--- src/hw/rtl/wpms_pkg.sv ---
package wpms_pkg;

    // Defaults for the top-level parameters.
    localparam int MAX_WIDTH_DEF  = 64;
    localparam int MAX_WINDOW_DEF = 4;
    localparam int PIXEL_BITS_DEF = 16;

    // Fixed field and register widths.
    localparam int OUT_BITS      = 20;
    localparam int ROW_BITS      = 12;
    localparam int HEIGHT_BITS   = 13;
    localparam int MAX_HEIGHT    = 4096;
    localparam int WS_BITS       = 3;
    localparam int IW_BITS       = 7;
    localparam int CFG_IDX_BITS  = 3;
    localparam int CFG_DATA_BITS = 13;

    // Register reset values.
    localparam int WINDOW_SIZE_RST  = 2;
    localparam int IMAGE_WIDTH_RST  = 64;
    localparam int IMAGE_HEIGHT_RST = 64;

    // Queue depths between the parts and towards the consumer.
    localparam int MID_DEPTH = 2;
    localparam int OUT_DEPTH = 4;

    // Configuration register indexes.
    typedef enum logic [CFG_IDX_BITS-1:0] {
        CFG_WINDOW_SIZE  = 3'd0,
        CFG_IMAGE_WIDTH  = 3'd1,
        CFG_IMAGE_HEIGHT = 3'd2,
        CFG_POOL_MODE    = 3'd3
    } t_cfg_idx;

    typedef enum logic {
        POOL_MAX = 1'b0,
        POOL_SUM = 1'b1
    } t_pool_mode;

    // Classification of one pixel, made by the front part.
    typedef struct packed {
        logic first;    // first pixel of its window
        logic padded;   // window reaches past the right or bottom edge
        logic emit;     // last real pixel of its window
        logic is_last;  // last pixel of the image
    } t_job_ctrl;

endpackage

--- src/hw/rtl/wpms_queue.sv ---
module wpms_queue #(
    parameter int WIDTH = 8,
    parameter int DEPTH = 2
) (
    input  logic                       i_clk,
    input  logic                       i_rst_n,
    input  logic                       i_push,
    input  logic [WIDTH-1:0]           i_data,
    output logic                       o_full,
    input  logic                       i_pop,
    output logic [WIDTH-1:0]           o_data,
    output logic                       o_empty,
    output logic [$clog2(DEPTH+1)-1:0] o_level
);

    localparam int AW = (DEPTH > 1) ? $clog2(DEPTH) : 1;
    localparam int LW = $clog2(DEPTH + 1);

    logic [WIDTH-1:0] r_mem [DEPTH];
    logic [AW-1:0]    r_wptr, n_wptr;
    logic [AW-1:0]    r_rptr, n_rptr;
    logic [LW-1:0]    r_level, n_level;
    logic             push_ok;
    logic             pop_ok;

    assign o_full  = (r_level == LW'(DEPTH));
    assign o_empty = (r_level == '0);
    assign o_level = r_level;
    assign o_data  = r_mem[r_rptr];
    assign push_ok = i_push && !o_full;
    assign pop_ok  = i_pop && !o_empty;

    // Pointer and fill level update.
    always_comb begin
        n_wptr  = r_wptr;
        n_rptr  = r_rptr;
        n_level = r_level;
        if (push_ok) begin
            n_wptr = (r_wptr == AW'(DEPTH - 1)) ? '0 : r_wptr + 1'b1;
        end
        if (pop_ok) begin
            n_rptr = (r_rptr == AW'(DEPTH - 1)) ? '0 : r_rptr + 1'b1;
        end
        if (push_ok && !pop_ok) begin
            n_level = r_level + 1'b1;
        end else if (pop_ok && !push_ok) begin
            n_level = r_level - 1'b1;
        end
    end

    always_ff @(posedge i_clk) begin
        if (!i_rst_n) begin
            r_wptr  <= '0;
            r_rptr  <= '0;
            r_level <= '0;
        end else begin
            r_wptr  <= n_wptr;
            r_rptr  <= n_rptr;
            r_level <= n_level;
        end
    end

    // Storage needs no reset.
    always_ff @(posedge i_clk) begin
        if (push_ok) begin
            r_mem[r_wptr] <= i_data;
        end
    end

    // Taking the only beat without a new one leaves the queue empty.
    a_drain_empty: assert property (@(posedge i_clk) disable iff (!i_rst_n)
        (pop_ok && !push_ok && r_level == LW'(1)) |=> o_empty)
        else $error("queue not empty after draining its only beat");

endmodule

--- src/hw/rtl/wpms_ram.sv ---
module wpms_ram #(
    parameter int WIDTH = 8,
    parameter int DEPTH = 64
) (
    input  logic                                   i_clk,
    input  logic                                   i_we,
    input  logic [((DEPTH > 1) ? $clog2(DEPTH) : 1)-1:0] i_waddr,
    input  logic [WIDTH-1:0]                       i_wdata,
    input  logic [((DEPTH > 1) ? $clog2(DEPTH) : 1)-1:0] i_raddr,
    output logic [WIDTH-1:0]                       o_rdata
);

    logic [WIDTH-1:0] r_mem [DEPTH];
    logic [WIDTH-1:0] r_rdata;

    // One write port, one registered read port; a read in the cycle of a
    // write to the same address returns the old contents.
    always_ff @(posedge i_clk) begin
        if (i_we) begin
            r_mem[i_waddr] <= i_wdata;
        end
        r_rdata <= r_mem[i_raddr];
    end

    assign o_rdata = r_rdata;

endmodule

--- src/hw/rtl/wpms_front.sv ---
module wpms_front #(
    parameter int MAX_WIDTH  = 64,
    parameter int MAX_WINDOW = 4,
    parameter int PIXEL_BITS = 16
) (
    input  logic                                       i_clk,
    input  logic                                       i_rst_n,
    input  logic                                       i_restart,
    input  logic [$clog2(MAX_WINDOW+1)-1:0]            i_win,
    input  logic [$clog2(MAX_WIDTH+1)-1:0]             i_width,
    input  logic [wpms_pkg::HEIGHT_BITS-1:0]           i_height,
    input  logic                                       i_accept,
    input  logic signed [PIXEL_BITS-1:0]               i_pixel,
    output logic                                       o_valid,
    output logic signed [PIXEL_BITS-1:0]               o_pixel,
    output logic [((MAX_WIDTH > 1) ? $clog2(MAX_WIDTH) : 1)-1:0] o_idx,
    output wpms_pkg::t_job_ctrl                        o_ctrl
);

    import wpms_pkg::*;

    localparam int CW = (MAX_WIDTH > 1) ? $clog2(MAX_WIDTH) : 1;
    localparam int PW = (MAX_WINDOW > 1) ? $clog2(MAX_WINDOW) : 1;
    localparam int WW = $clog2(MAX_WINDOW + 1);
    localparam int W1 = $clog2(MAX_WIDTH + 1);
    localparam int XW = ((W1 > WW) ? W1 : WW) + 1;
    localparam int YW = HEIGHT_BITS + 1;

    logic [CW-1:0]       r_col_pos, n_col_pos;
    logic [CW-1:0]       r_col_idx, n_col_idx;
    logic [PW-1:0]       r_col_phase, n_col_phase;
    logic [ROW_BITS-1:0] r_row_pos, n_row_pos;
    logic [PW-1:0]       r_row_phase, n_row_phase;

    logic [XW-1:0] x_c, x_c0, x_w, x_wid, x_last_c;
    logic [YW-1:0] y_r, y_r0, y_w, y_hgt, y_last_r;
    logic          pad_c, pad_r;
    logic          col_end, row_end;
    logic          cph_wrap, rph_wrap;

    // Window origin, padding and end-of-window tests for the current pixel.
    always_comb begin
        x_c      = XW'(r_col_pos);
        x_c0     = x_c - XW'(r_col_phase);
        x_w      = XW'(i_win);
        x_wid    = XW'(i_width);
        pad_c    = (x_c0 + x_w) > x_wid;
        x_last_c = pad_c ? x_wid - 1'b1 : x_c0 + x_w - 1'b1;

        y_r      = YW'(r_row_pos);
        y_r0     = y_r - YW'(r_row_phase);
        y_w      = YW'(i_win);
        y_hgt    = YW'(i_height);
        pad_r    = (y_r0 + y_w) > y_hgt;
        y_last_r = pad_r ? y_hgt - 1'b1 : y_r0 + y_w - 1'b1;

        col_end  = (x_c + 1'b1) >= x_wid;
        row_end  = (y_r + 1'b1) >= y_hgt;
        cph_wrap = (XW'(r_col_phase) + 1'b1) >= x_w;
        rph_wrap = (XW'(r_row_phase) + 1'b1) >= x_w;
    end

    // Classification handed to the back part with the pixel.
    always_comb begin
        o_valid        = i_accept;
        o_pixel        = i_pixel;
        o_idx          = r_col_idx;
        o_ctrl.first   = (r_col_phase == '0) && (r_row_phase == '0);
        o_ctrl.padded  = pad_c || pad_r;
        o_ctrl.emit    = (x_c == x_last_c) && (y_r == y_last_r);
        o_ctrl.is_last = (x_c == x_wid - 1'b1) && (y_r == y_hgt - 1'b1);
    end

    // Raster position after the current pixel.
    always_comb begin
        n_col_pos   = r_col_pos;
        n_col_idx   = r_col_idx;
        n_col_phase = r_col_phase;
        n_row_pos   = r_row_pos;
        n_row_phase = r_row_phase;
        if (col_end) begin
            n_col_pos   = '0;
            n_col_idx   = '0;
            n_col_phase = '0;
            if (row_end) begin
                n_row_pos   = '0;
                n_row_phase = '0;
            end else begin
                n_row_pos   = r_row_pos + 1'b1;
                n_row_phase = rph_wrap ? '0 : r_row_phase + 1'b1;
            end
        end else begin
            n_col_pos   = r_col_pos + 1'b1;
            n_col_phase = cph_wrap ? '0 : r_col_phase + 1'b1;
            n_col_idx   = cph_wrap ? r_col_idx + 1'b1 : r_col_idx;
        end
    end

    always_ff @(posedge i_clk) begin
        if (!i_rst_n) begin
            r_col_pos   <= '0;
            r_col_idx   <= '0;
            r_col_phase <= '0;
            r_row_pos   <= '0;
            r_row_phase <= '0;
        end else if (i_restart) begin
            r_col_pos   <= '0;
            r_col_idx   <= '0;
            r_col_phase <= '0;
            r_row_pos   <= '0;
            r_row_phase <= '0;
        end else if (i_accept) begin
            r_col_pos   <= n_col_pos;
            r_col_idx   <= n_col_idx;
            r_col_phase <= n_col_phase;
            r_row_pos   <= n_row_pos;
            r_row_phase <= n_row_phase;
        end
    end

    // The position inside the window stays below the window side.
    a_phase_range: assert property (@(posedge i_clk) disable iff (!i_rst_n)
        (XW'(r_col_phase) < x_w) && (XW'(r_row_phase) < x_w))
        else $error("window phase out of range");

    // The last pixel of the image always closes a window.
    a_last_emits: assert property (@(posedge i_clk) disable iff (!i_rst_n)
        (o_valid && o_ctrl.is_last) |-> o_ctrl.emit)
        else $error("last pixel of the image does not close a window");

endmodule

--- src/hw/rtl/wpms_back.sv ---
module wpms_back #(
    parameter int MAX_WIDTH  = 64,
    parameter int PIXEL_BITS = 16,
    parameter int OUT_DEPTH  = 4
) (
    input  logic                                       i_clk,
    input  logic                                       i_rst_n,
    input  wpms_pkg::t_pool_mode                       i_pool_mode,
    input  logic                                       i_job_empty,
    output logic                                       o_job_pop,
    input  logic signed [PIXEL_BITS-1:0]               i_pixel,
    input  logic [((MAX_WIDTH > 1) ? $clog2(MAX_WIDTH) : 1)-1:0] i_idx,
    input  wpms_pkg::t_job_ctrl                        i_ctrl,
    input  logic [$clog2(OUT_DEPTH+1)-1:0]             i_out_level,
    output logic                                       o_res_valid,
    output logic [wpms_pkg::OUT_BITS-1:0]              o_res_pooled,
    output logic                                       o_res_last
);

    import wpms_pkg::*;

    localparam int CW    = (MAX_WIDTH > 1) ? $clog2(MAX_WIDTH) : 1;
    localparam int LW    = $clog2(OUT_DEPTH + 1);
    localparam int ACC_W = (PIXEL_BITS > OUT_BITS) ? PIXEL_BITS : OUT_BITS;
    localparam int SW    = ACC_W + 1;
    localparam logic signed [SW-1:0] SUM_MAX = SW'((1 << (OUT_BITS - 1)) - 1);
    localparam logic signed [SW-1:0] SUM_MIN = SW'(-(1 << (OUT_BITS - 1)));

    // Execute stage: one pixel a cycle while the result queue has room, read-modify-write of its column.
    logic                         r_e_vld;
    logic signed [PIXEL_BITS-1:0] r_e_pix;
    logic [CW-1:0]                r_e_idx;
    t_job_ctrl                    r_e_ctrl;

    // Copy of the write of the previous cycle, which the RAM read missed.
    logic                    r_byp_vld;
    logic [CW-1:0]           r_byp_idx;
    logic signed [ACC_W-1:0] r_byp_val;

    logic signed [ACC_W-1:0] ram_q;
    logic signed [ACC_W-1:0] operand;
    logic signed [ACC_W-1:0] pix_x;
    logic signed [SW-1:0]    sum;
    logic signed [SW-1:0]    sum_c;
    logic signed [ACC_W-1:0] n_acc;

    // A beat leaves the queue only when the result queue can take its result.
    assign o_job_pop = !i_job_empty &&
                       ((LW + 1)'(i_out_level) + (LW + 1)'(r_e_vld) < (LW + 1)'(OUT_DEPTH));

    wpms_ram #(
        .WIDTH (ACC_W),
        .DEPTH (MAX_WIDTH)
    ) u_acc_ram (
        .i_clk   (i_clk),
        .i_we    (r_e_vld),
        .i_waddr (r_e_idx),
        .i_wdata (n_acc),
        .i_raddr (i_idx),
        .o_rdata (ram_q)
    );

    // New accumulator value for the pixel in the execute stage.
    always_comb begin
        operand = (r_byp_vld && (r_byp_idx == r_e_idx)) ? r_byp_val : ram_q;
        pix_x   = ACC_W'(r_e_pix);
        sum     = SW'(operand) + SW'(pix_x);
        if (sum > SUM_MAX) begin
            sum_c = SUM_MAX;
        end else if (sum < SUM_MIN) begin
            sum_c = SUM_MIN;
        end else begin
            sum_c = sum;
        end
        if (r_e_ctrl.first) begin
            if ((i_pool_mode == POOL_MAX) && r_e_ctrl.padded && (pix_x < 0)) begin
                n_acc = '0;
            end else begin
                n_acc = pix_x;
            end
        end else if (i_pool_mode == POOL_MAX) begin
            n_acc = (pix_x > operand) ? pix_x : operand;
        end else begin
            n_acc = ACC_W'(sum_c);
        end
    end

    assign o_res_valid  = r_e_vld && r_e_ctrl.emit;
    assign o_res_pooled = n_acc[OUT_BITS-1:0];
    assign o_res_last   = r_e_ctrl.is_last;

    always_ff @(posedge i_clk) begin
        if (!i_rst_n) begin
            r_e_vld   <= 1'b0;
            r_byp_vld <= 1'b0;
        end else begin
            r_e_vld   <= o_job_pop;
            r_byp_vld <= r_e_vld;
        end
    end

    always_ff @(posedge i_clk) begin
        if (o_job_pop) begin
            r_e_pix  <= i_pixel;
            r_e_idx  <= i_idx;
            r_e_ctrl <= i_ctrl;
        end
        r_byp_idx <= r_e_idx;
        r_byp_val <= n_acc;
    end

    // The result queue always has room for a result that is pushed.
    a_out_room: assert property (@(posedge i_clk) disable iff (!i_rst_n)
        o_res_valid |-> (i_out_level < LW'(OUT_DEPTH)))
        else $error("result pushed into a full queue");

    // A running maximum never falls.
    a_max_rises: assert property (@(posedge i_clk) disable iff (!i_rst_n)
        (r_e_vld && !r_e_ctrl.first && (i_pool_mode == POOL_MAX)) |-> (n_acc >= operand))
        else $error("running maximum decreased");

endmodule

--- src/hw/rtl/window_pooling_max_or_sum.sv ---
// A result on the result ports comes from the beat with the last real pixel of its window,
// which passes through the pixel queue and the execute stage into the result queue.
// Throughput: one pixel per cycle while the result queue has room, set by the single
// read-modify-write of the accumulator RAM per pixel, with a bypass of the previous cycle's write.
// Reset is synchronous and active low: it clears the raster position, both queues and
// the execute stage, and loads the register defaults; the accumulator RAM is not cleared.
module window_pooling_max_or_sum #(
    parameter int MAX_WIDTH  = wpms_pkg::MAX_WIDTH_DEF,
    parameter int MAX_WINDOW = wpms_pkg::MAX_WINDOW_DEF,
    parameter int PIXEL_BITS = wpms_pkg::PIXEL_BITS_DEF
) (
    input  logic                                 i_clk,
    input  logic                                 i_rst_n,
    input  logic                                 push,
    input  logic signed [PIXEL_BITS-1:0]         i_pixel,
    output logic                                 full,
    output logic                                 empty,
    input  logic                                 pop,
    output logic signed [wpms_pkg::OUT_BITS-1:0] o_pooled,
    output logic                                 o_last,
    input  logic                                 i_cfg_valid,
    output logic                                 o_cfg_ready,
    input  logic [wpms_pkg::CFG_IDX_BITS-1:0]    i_cfg_index,
    input  logic [wpms_pkg::CFG_DATA_BITS-1:0]   i_cfg_data
);

    import wpms_pkg::*;

    localparam int CW    = (MAX_WIDTH > 1) ? $clog2(MAX_WIDTH) : 1;
    localparam int WW    = $clog2(MAX_WINDOW + 1);
    localparam int W1    = $clog2(MAX_WIDTH + 1);
    localparam int CTRLW = $bits(t_job_ctrl);
    localparam int MIDW  = PIXEL_BITS + CW + CTRLW;
    localparam int OUTW  = OUT_BITS + 1;

    logic [WS_BITS-1:0]     r_window_size;
    logic [IW_BITS-1:0]     r_image_width;
    logic [HEIGHT_BITS-1:0] r_image_height;
    t_pool_mode             r_pool_mode;

    logic                   cfg_we;
    logic [WW-1:0]          win_c;
    logic [W1-1:0]          wid_c;
    logic [HEIGHT_BITS-1:0] hgt_c;

    logic                         accept;
    logic                         f_valid;
    logic signed [PIXEL_BITS-1:0] f_pixel;
    logic [CW-1:0]                f_idx;
    t_job_ctrl                    f_ctrl;

    logic [MIDW-1:0]              mid_din, mid_dout;
    logic                         mid_full, mid_empty, mid_pop;
    logic signed [PIXEL_BITS-1:0] b_pixel;
    logic [CW-1:0]                b_idx;
    t_job_ctrl                    b_ctrl;

    logic                          res_valid;
    logic [OUT_BITS-1:0]           res_pooled;
    logic                          res_last;
    logic [OUTW-1:0]               out_dout;
    logic [$clog2(OUT_DEPTH+1)-1:0] out_level;

    // Register file; any write restarts the image.
    assign o_cfg_ready = 1'b1;
    assign cfg_we      = i_cfg_valid && o_cfg_ready;

    always_ff @(posedge i_clk) begin
        if (!i_rst_n) begin
            r_window_size  <= WS_BITS'(WINDOW_SIZE_RST);
            r_image_width  <= IW_BITS'(IMAGE_WIDTH_RST);
            r_image_height <= HEIGHT_BITS'(IMAGE_HEIGHT_RST);
            r_pool_mode    <= POOL_MAX;
        end else if (cfg_we) begin
            case (i_cfg_index)
                CFG_WINDOW_SIZE:  r_window_size  <= i_cfg_data[WS_BITS-1:0];
                CFG_IMAGE_WIDTH:  r_image_width  <= i_cfg_data[IW_BITS-1:0];
                CFG_IMAGE_HEIGHT: r_image_height <= i_cfg_data[HEIGHT_BITS-1:0];
                CFG_POOL_MODE:    r_pool_mode    <= t_pool_mode'(i_cfg_data[0]);
                default: ;
            endcase
        end
    end

    // Register values brought into their legal ranges.
    always_comb begin
        if (r_window_size == '0) begin
            win_c = WW'(1);
        end else if ({1'b0, r_window_size} > (WS_BITS + 1)'(MAX_WINDOW)) begin
            win_c = WW'(MAX_WINDOW);
        end else begin
            win_c = WW'(r_window_size);
        end

        if (r_image_width == '0) begin
            wid_c = W1'(1);
        end else if (HEIGHT_BITS'(r_image_width) > HEIGHT_BITS'(MAX_WIDTH)) begin
            wid_c = W1'(MAX_WIDTH);
        end else begin
            wid_c = W1'(r_image_width);
        end

        if (r_image_height == '0) begin
            hgt_c = HEIGHT_BITS'(1);
        end else if (r_image_height > HEIGHT_BITS'(MAX_HEIGHT)) begin
            hgt_c = HEIGHT_BITS'(MAX_HEIGHT);
        end else begin
            hgt_c = r_image_height;
        end
    end

    assign accept = push && !full;
    assign full   = mid_full;

    wpms_front #(
        .MAX_WIDTH  (MAX_WIDTH),
        .MAX_WINDOW (MAX_WINDOW),
        .PIXEL_BITS (PIXEL_BITS)
    ) u_front (
        .i_clk     (i_clk),
        .i_rst_n   (i_rst_n),
        .i_restart (cfg_we),
        .i_win     (win_c),
        .i_width   (wid_c),
        .i_height  (hgt_c),
        .i_accept  (accept),
        .i_pixel   (i_pixel),
        .o_valid   (f_valid),
        .o_pixel   (f_pixel),
        .o_idx     (f_idx),
        .o_ctrl    (f_ctrl)
    );

    // Pixel queue between the front and the back part.
    assign mid_din = {f_pixel, f_idx, f_ctrl};

    wpms_queue #(
        .WIDTH (MIDW),
        .DEPTH (MID_DEPTH)
    ) u_mid_queue (
        .i_clk   (i_clk),
        .i_rst_n (i_rst_n),
        .i_push  (f_valid),
        .i_data  (mid_din),
        .o_full  (mid_full),
        .i_pop   (mid_pop),
        .o_data  (mid_dout),
        .o_empty (mid_empty),
        .o_level ()
    );

    assign b_pixel = mid_dout[MIDW-1 -: PIXEL_BITS];
    assign b_idx   = mid_dout[CTRLW +: CW];
    assign b_ctrl  = t_job_ctrl'(mid_dout[CTRLW-1:0]);

    wpms_back #(
        .MAX_WIDTH  (MAX_WIDTH),
        .PIXEL_BITS (PIXEL_BITS),
        .OUT_DEPTH  (OUT_DEPTH)
    ) u_back (
        .i_clk        (i_clk),
        .i_rst_n      (i_rst_n),
        .i_pool_mode  (r_pool_mode),
        .i_job_empty  (mid_empty),
        .o_job_pop    (mid_pop),
        .i_pixel      (b_pixel),
        .i_idx        (b_idx),
        .i_ctrl       (b_ctrl),
        .i_out_level  (out_level),
        .o_res_valid  (res_valid),
        .o_res_pooled (res_pooled),
        .o_res_last   (res_last)
    );

    // Result queue towards the consumer.
    wpms_queue #(
        .WIDTH (OUTW),
        .DEPTH (OUT_DEPTH)
    ) u_out_queue (
        .i_clk   (i_clk),
        .i_rst_n (i_rst_n),
        .i_push  (res_valid),
        .i_data  ({res_last, res_pooled}),
        .o_full  (),
        .i_pop   (pop),
        .o_data  (out_dout),
        .o_empty (empty),
        .o_level (out_level)
    );

    assign o_pooled = out_dout[OUT_BITS-1:0];
    assign o_last   = out_dout[OUT_BITS];

endmodule

--- config.mk ---
export PLATFORM = sky130hd
export DESIGN_NAME = window_pooling_max_or_sum
export DESIGN_NICKNAME = d
export VERILOG_FILES = /design/src/hw/rtl/wpms_pkg.sv /design/src/hw/rtl/wpms_queue.sv /design/src/hw/rtl/wpms_ram.sv /design/src/hw/rtl/wpms_front.sv /design/src/hw/rtl/wpms_back.sv /design/src/hw/rtl/window_pooling_max_or_sum.sv
export SDC_FILE = /design/constraint.sdc
export NUM_CORES = 2
export LEC_CHECK = 0
export BUFFER_PORTS_ARGS = -buffer_cell sky130_fd_sc_hd__buf_4
export CAP_MARGIN = 30
export CORE_MARGIN = 4
export CORE_UTILIZATION = 55
export CTS_CLUSTER_DIAMETER = 80
export DETAILED_ROUTE_END_ITERATION = 10
export PLACE_DENSITY = 0.71
export SLEW_MARGIN = 20
export SYNTH_ARGS = -nofsm -noshare
export SYNTH_HDL_FRONTEND = slang
export SYNTH_HIERARCHICAL = 1
export SYNTH_SLANG_ARGS = --single-unit
--- constraint.sdc ---
create_clock -name i_clk -period 9.7 [get_ports i_clk]
set_input_delay 2.91 -clock i_clk [delete_from_list [all_inputs] [get_ports i_clk]]
set_output_delay 2.91 -clock i_clk [all_outputs]
set_load 0.01 [all_outputs]
==> results.py <==
metrics = {
    "status": {
        "status": "complete, no violations",
    },
    "route": {
        "ant_nets": 0,
        "top_layer": "met4",
        "wl_per_cell_um": 27.32,
        "dr.pass1.iters": 7,
        "viasPerCell": 6.335,
        "drt_iter0_drc": 3883,
        "wl_met3_mm": 11.74,
        "vias": 34870,
        "drt-total-wl_mm": 150.4,
        "met1Wirelength_mm": 62.93,
        "dr_wl_met2_mm": 71.56,
        "drc": 0,
    },
    "place": {
        "numPortBuffers": 59,
        "place_congestion": 0.8710,
        "hpwlAfterDp_mm": 87.12,
        "pre_cts_slack_ns": 3.341,
        "place_area_sq_mm": 0.06787,
    },
    "worst_setup_path": {
        "critPathTopFamily": "compound AO/OA/AOI/OAI gates",
        "start_kind": "register",
        "crit_fanout": 20,
        "crit_path_end_kind": "register",
        "rrSetupSlack_ns": 3.22,
        "crit_type": "register to register",
        "arrival_ns": 7.04,
        "cp_slowest_cell": "a2bb2oi_2",
        "crit_buf_inv": 1,
        "r2r_cells": 22,
        "path_cells": "inv_1, ha_1, fa_1, xor2_1, ha_1, nand3_1, and2_1, a21oi_2, o21ai_2, o31a_1, nor2_1, ha_1, a21oi_1, nor2b_1, a2111oi_0, o211ai_1, a2bb2oi_2, o2111ai_1, a21oi_1, nand4_1, a211o_1, nor4_2",
        "cp.required_ns": 10.25,
        "path_common_cell": "ha_1",
        "cp.depth": 22,
        "timing.critical_path.slowest_cell_delay_ns": 0.74,
    },
    "logic_synthesis": {
        "synth_edf_count": 1442,
        "ys_seq_elements": 1556,
        "synth.top_cell.area_share_pct": 66.38,
        "ys_top_cells_by_area": "edfxtp_1, mux4_2, dfxtp_1",
        "syn_inst": 3720,
        "synth_cell_types": 98,
        "yosysWarnings": 6,
        "yosysSeqAreaShare_pct": 69.87,
        "ys_dominant_reg_cell": "edfxtp_1",
        "synth_area_per_cell_sq_um": 17.54,
        "synth_top_area_cell": "edfxtp_1",
        "syn_area_sq_mm": 0.06524,
        "syn-num-nets": 3887,
        "synth-async-reset-ratio_pct": 0,
    },
    "floorplanning": {
        "die_w_um": 352.4,
        "fp.dieArea_sq_mm": 0.1242,
        "core_area_sq_mm": 0.1179,
        "io-pin-count": 61,
        "initial_core_util_pct": 55.32,
        "core.rowCount": 126,
        "die_h_um": 352.4,
    },
    "global_route": {
        "grt_use_total_pct": 24.12,
        "grt_pass1_wl_mm": 224.2,
        "grt_max_degree": 133,
        "overflow": 0,
        "antenna_found_initial": 8,
        "grt_pass1_vias": 34490,
    },
    "pwr": {
        "p_sw_share_pct": 34.10,
        "pwr-share-seq_pct": 42.1,
        "combPwrFrac_pct": 33.6,
        "p_clk_share_pct": 24.3,
        "vdd_drop_max_v": 0.0005394,
        "power.density_mw_per_mm2": 327.0,
        "power.leakage_nw": 24.26,
        "intPower_w": 0.01569,
        "power.switching_w": 0.008122,
    },
    "worst_hold_path": {
        "min_path_type": "register to register",
        "hold_depth": 2,
    },
    "clock_tree": {
        "clk_pin_slew_worst_paths_ns": 0.06,
        "clock_latency_ns": 0.75,
        "clockBufferDepth": 3,
        "clock_sinks": 1556,
        "numCtsBuffers": 157,
        "hold_buffers": 0,
        "post_cts_buffers": 0,
        "cts_tree": "done",
        "cts.htree.levels": 4,
        "root_buffer": "clkbuf_16",
        "cts.repair.resized": 0,
    },
    "timing": {
        "worst_slack_ns": 3.216,
        "setup_violations": 0,
        "finClkSkew_ns": 0.02782,
        "max_freq_mhz": 154.2,
        "period_share_pct": 66.84,
        "finalMaxSlewViolations": 0,
        "slew_headroom_pct": 32.78,
        "hold_violations": 0,
        "whs_ns": 0.4643,
        "setup_tns_ns": 0,
        "fin_crit_ns": 6.484,
        "rsz0062_at_grt": "no",
        "tightest_slew_ns": 0.9998,
    },
    "layout": {
        "final_area_sq_mm": 0.07282,
        "final_cell_mix": "edfxtp_1, mux4_2, mux2i_1",
        "mostFrequentLayoutCell": "edfxtp_1",
        "multi_input_comb_area_sq_mm": 0.01863,
        "nets": 4012,
        "drive_gt1_share_pct": 20.71,
        "fin_util_pct": 61.76,
        "syn2layout_area_growth_pct": 11.63,
        "fillers": 8234,
        "regArea_sq_mm": 0.04558,
    },
    "flow_run": {
        "max_cap_viol_count": 0,
    },
}
## metrics by stage
stage	std cells	power (W)
after floorplan	3720	0.01517
after global placement	5216	0.01802
after detailed placement	5220	0.01820
after CTS	5499	0.02398
after global routing	5501	0.02484
final	5505	0.02382
## final timing paths
path	to	startpoint
max	u_mid_queue/r_mem[0][1]$_DFFE_PP_	u_front/r_row_pos[0]$_SDFFE_PP0P_
min	r_image_height[8]$_SDFFE_PN0P_	r_image_height[8]$_SDFFE_PN0P_
max reg2reg	u_mid_queue/r_mem[0][1]$_DFFE_PP_	u_front/r_row_pos[0]$_SDFFE_PP0P_
min reg2reg	r_image_height[8]$_SDFFE_PN0P_	r_image_height[8]$_SDFFE_PN0P_
## Yosys cell counts (all sizes together), types with 40 or more instances
cell	instances
inv	107
dfxtp	114
xnor2	75
o21ai	81
ha	124
nand3	61
nor3	44
a31oi	40
nand2	104
o22ai	58
a21oi	71
a22oi	69
edfxtp	1442
nor2	152
buf	127
nor2b	47
mux4	285
mux2i	225
clkbuf	80
## worst min-delay path, delay by kind of cell (launching register included)
kind | cells | cell delay (ns)
AND/OR/NAND/NOR | 2 | 0.10
flip-flops | 1 | 0.32
## state kept, by name, indices dropped and copies added, names as in the netlist, 2 cells and up, named ones only
signal	count
u_back/u_acc_ram/r_mem	1280
u_out_queue/r_mem	84
u_mid_queue/r_mem	52
u_back/r_byp_val	20
u_back/u_acc_ram/o_rdata	20
u_back/r_e_pix	16
r_image_height	13
u_front/r_row_pos	12
r_image_width	7
u_back/r_byp_idx	6
u_back/r_e_idx	6
u_front/o_idx	6
u_front/r_col_pos	6
r_window_size	3
u_back/r_e_ctrl	3
u_out_queue/o_level	3
u_front/r_col_phase	2
u_front/r_row_phase	2
u_mid_queue/o_level	2
u_out_queue/r_rptr	2
u_out_queue/r_wptr	2
## area by class of cell
type                            count  share of cell area, %
Clock inverter                     79                 0.9433
Antenna cell                        4                0.01374
Timing Repair Buffer              173                  1.845
Multi-Input combinational cell   1850                  25.58
Sequential cell                  1556                  62.59
Inverter                          107                 0.5515
Tap cell                         1536                  2.639
Clock buffer                      200                  5.831
## cell families (layout without fill, tap and decap cells)
family,after synthesis,after routing,synth area share [%]
fa+ha+maj,130,130,2.562
flops,1556,1556,69.87
compound gates,484,484,5.138
buf+inv,314,559,2.344
xor+xnor,110,110,1.509
simple gates,581,581,4.641
other cells,1,5,0.005748
mux,544,544,13.92
## power by group through the flow
| stage | clock network, W | logic [W] | registers [W] |
|---|---|---|---|
| 2_1_floorplan | 0 | 0.00498 | 0.0102 |
| 3_3_place_gp | 0 | 0.00787 | 0.0101 |
| 3_5_place_dp | 0 | 0.00803 | 0.0102 |
| 4_1_cts | 0.00589 | 0.00806 | 0.0100 |
| 5_1_grt | 0.00619 | 0.00859 | 0.0101 |
| 6_report | 0.00579 | 0.00800 | 0.0100 |
## layer usage
layer	GRT usage (%)	vias to the layer above
met5	0	-
met3	4.075	241
li1	-	15100
met4	7.138	0
met2	38.04	1554
met1	35.15	17980
Note: power is estimated with default switching activity, not from simulation.
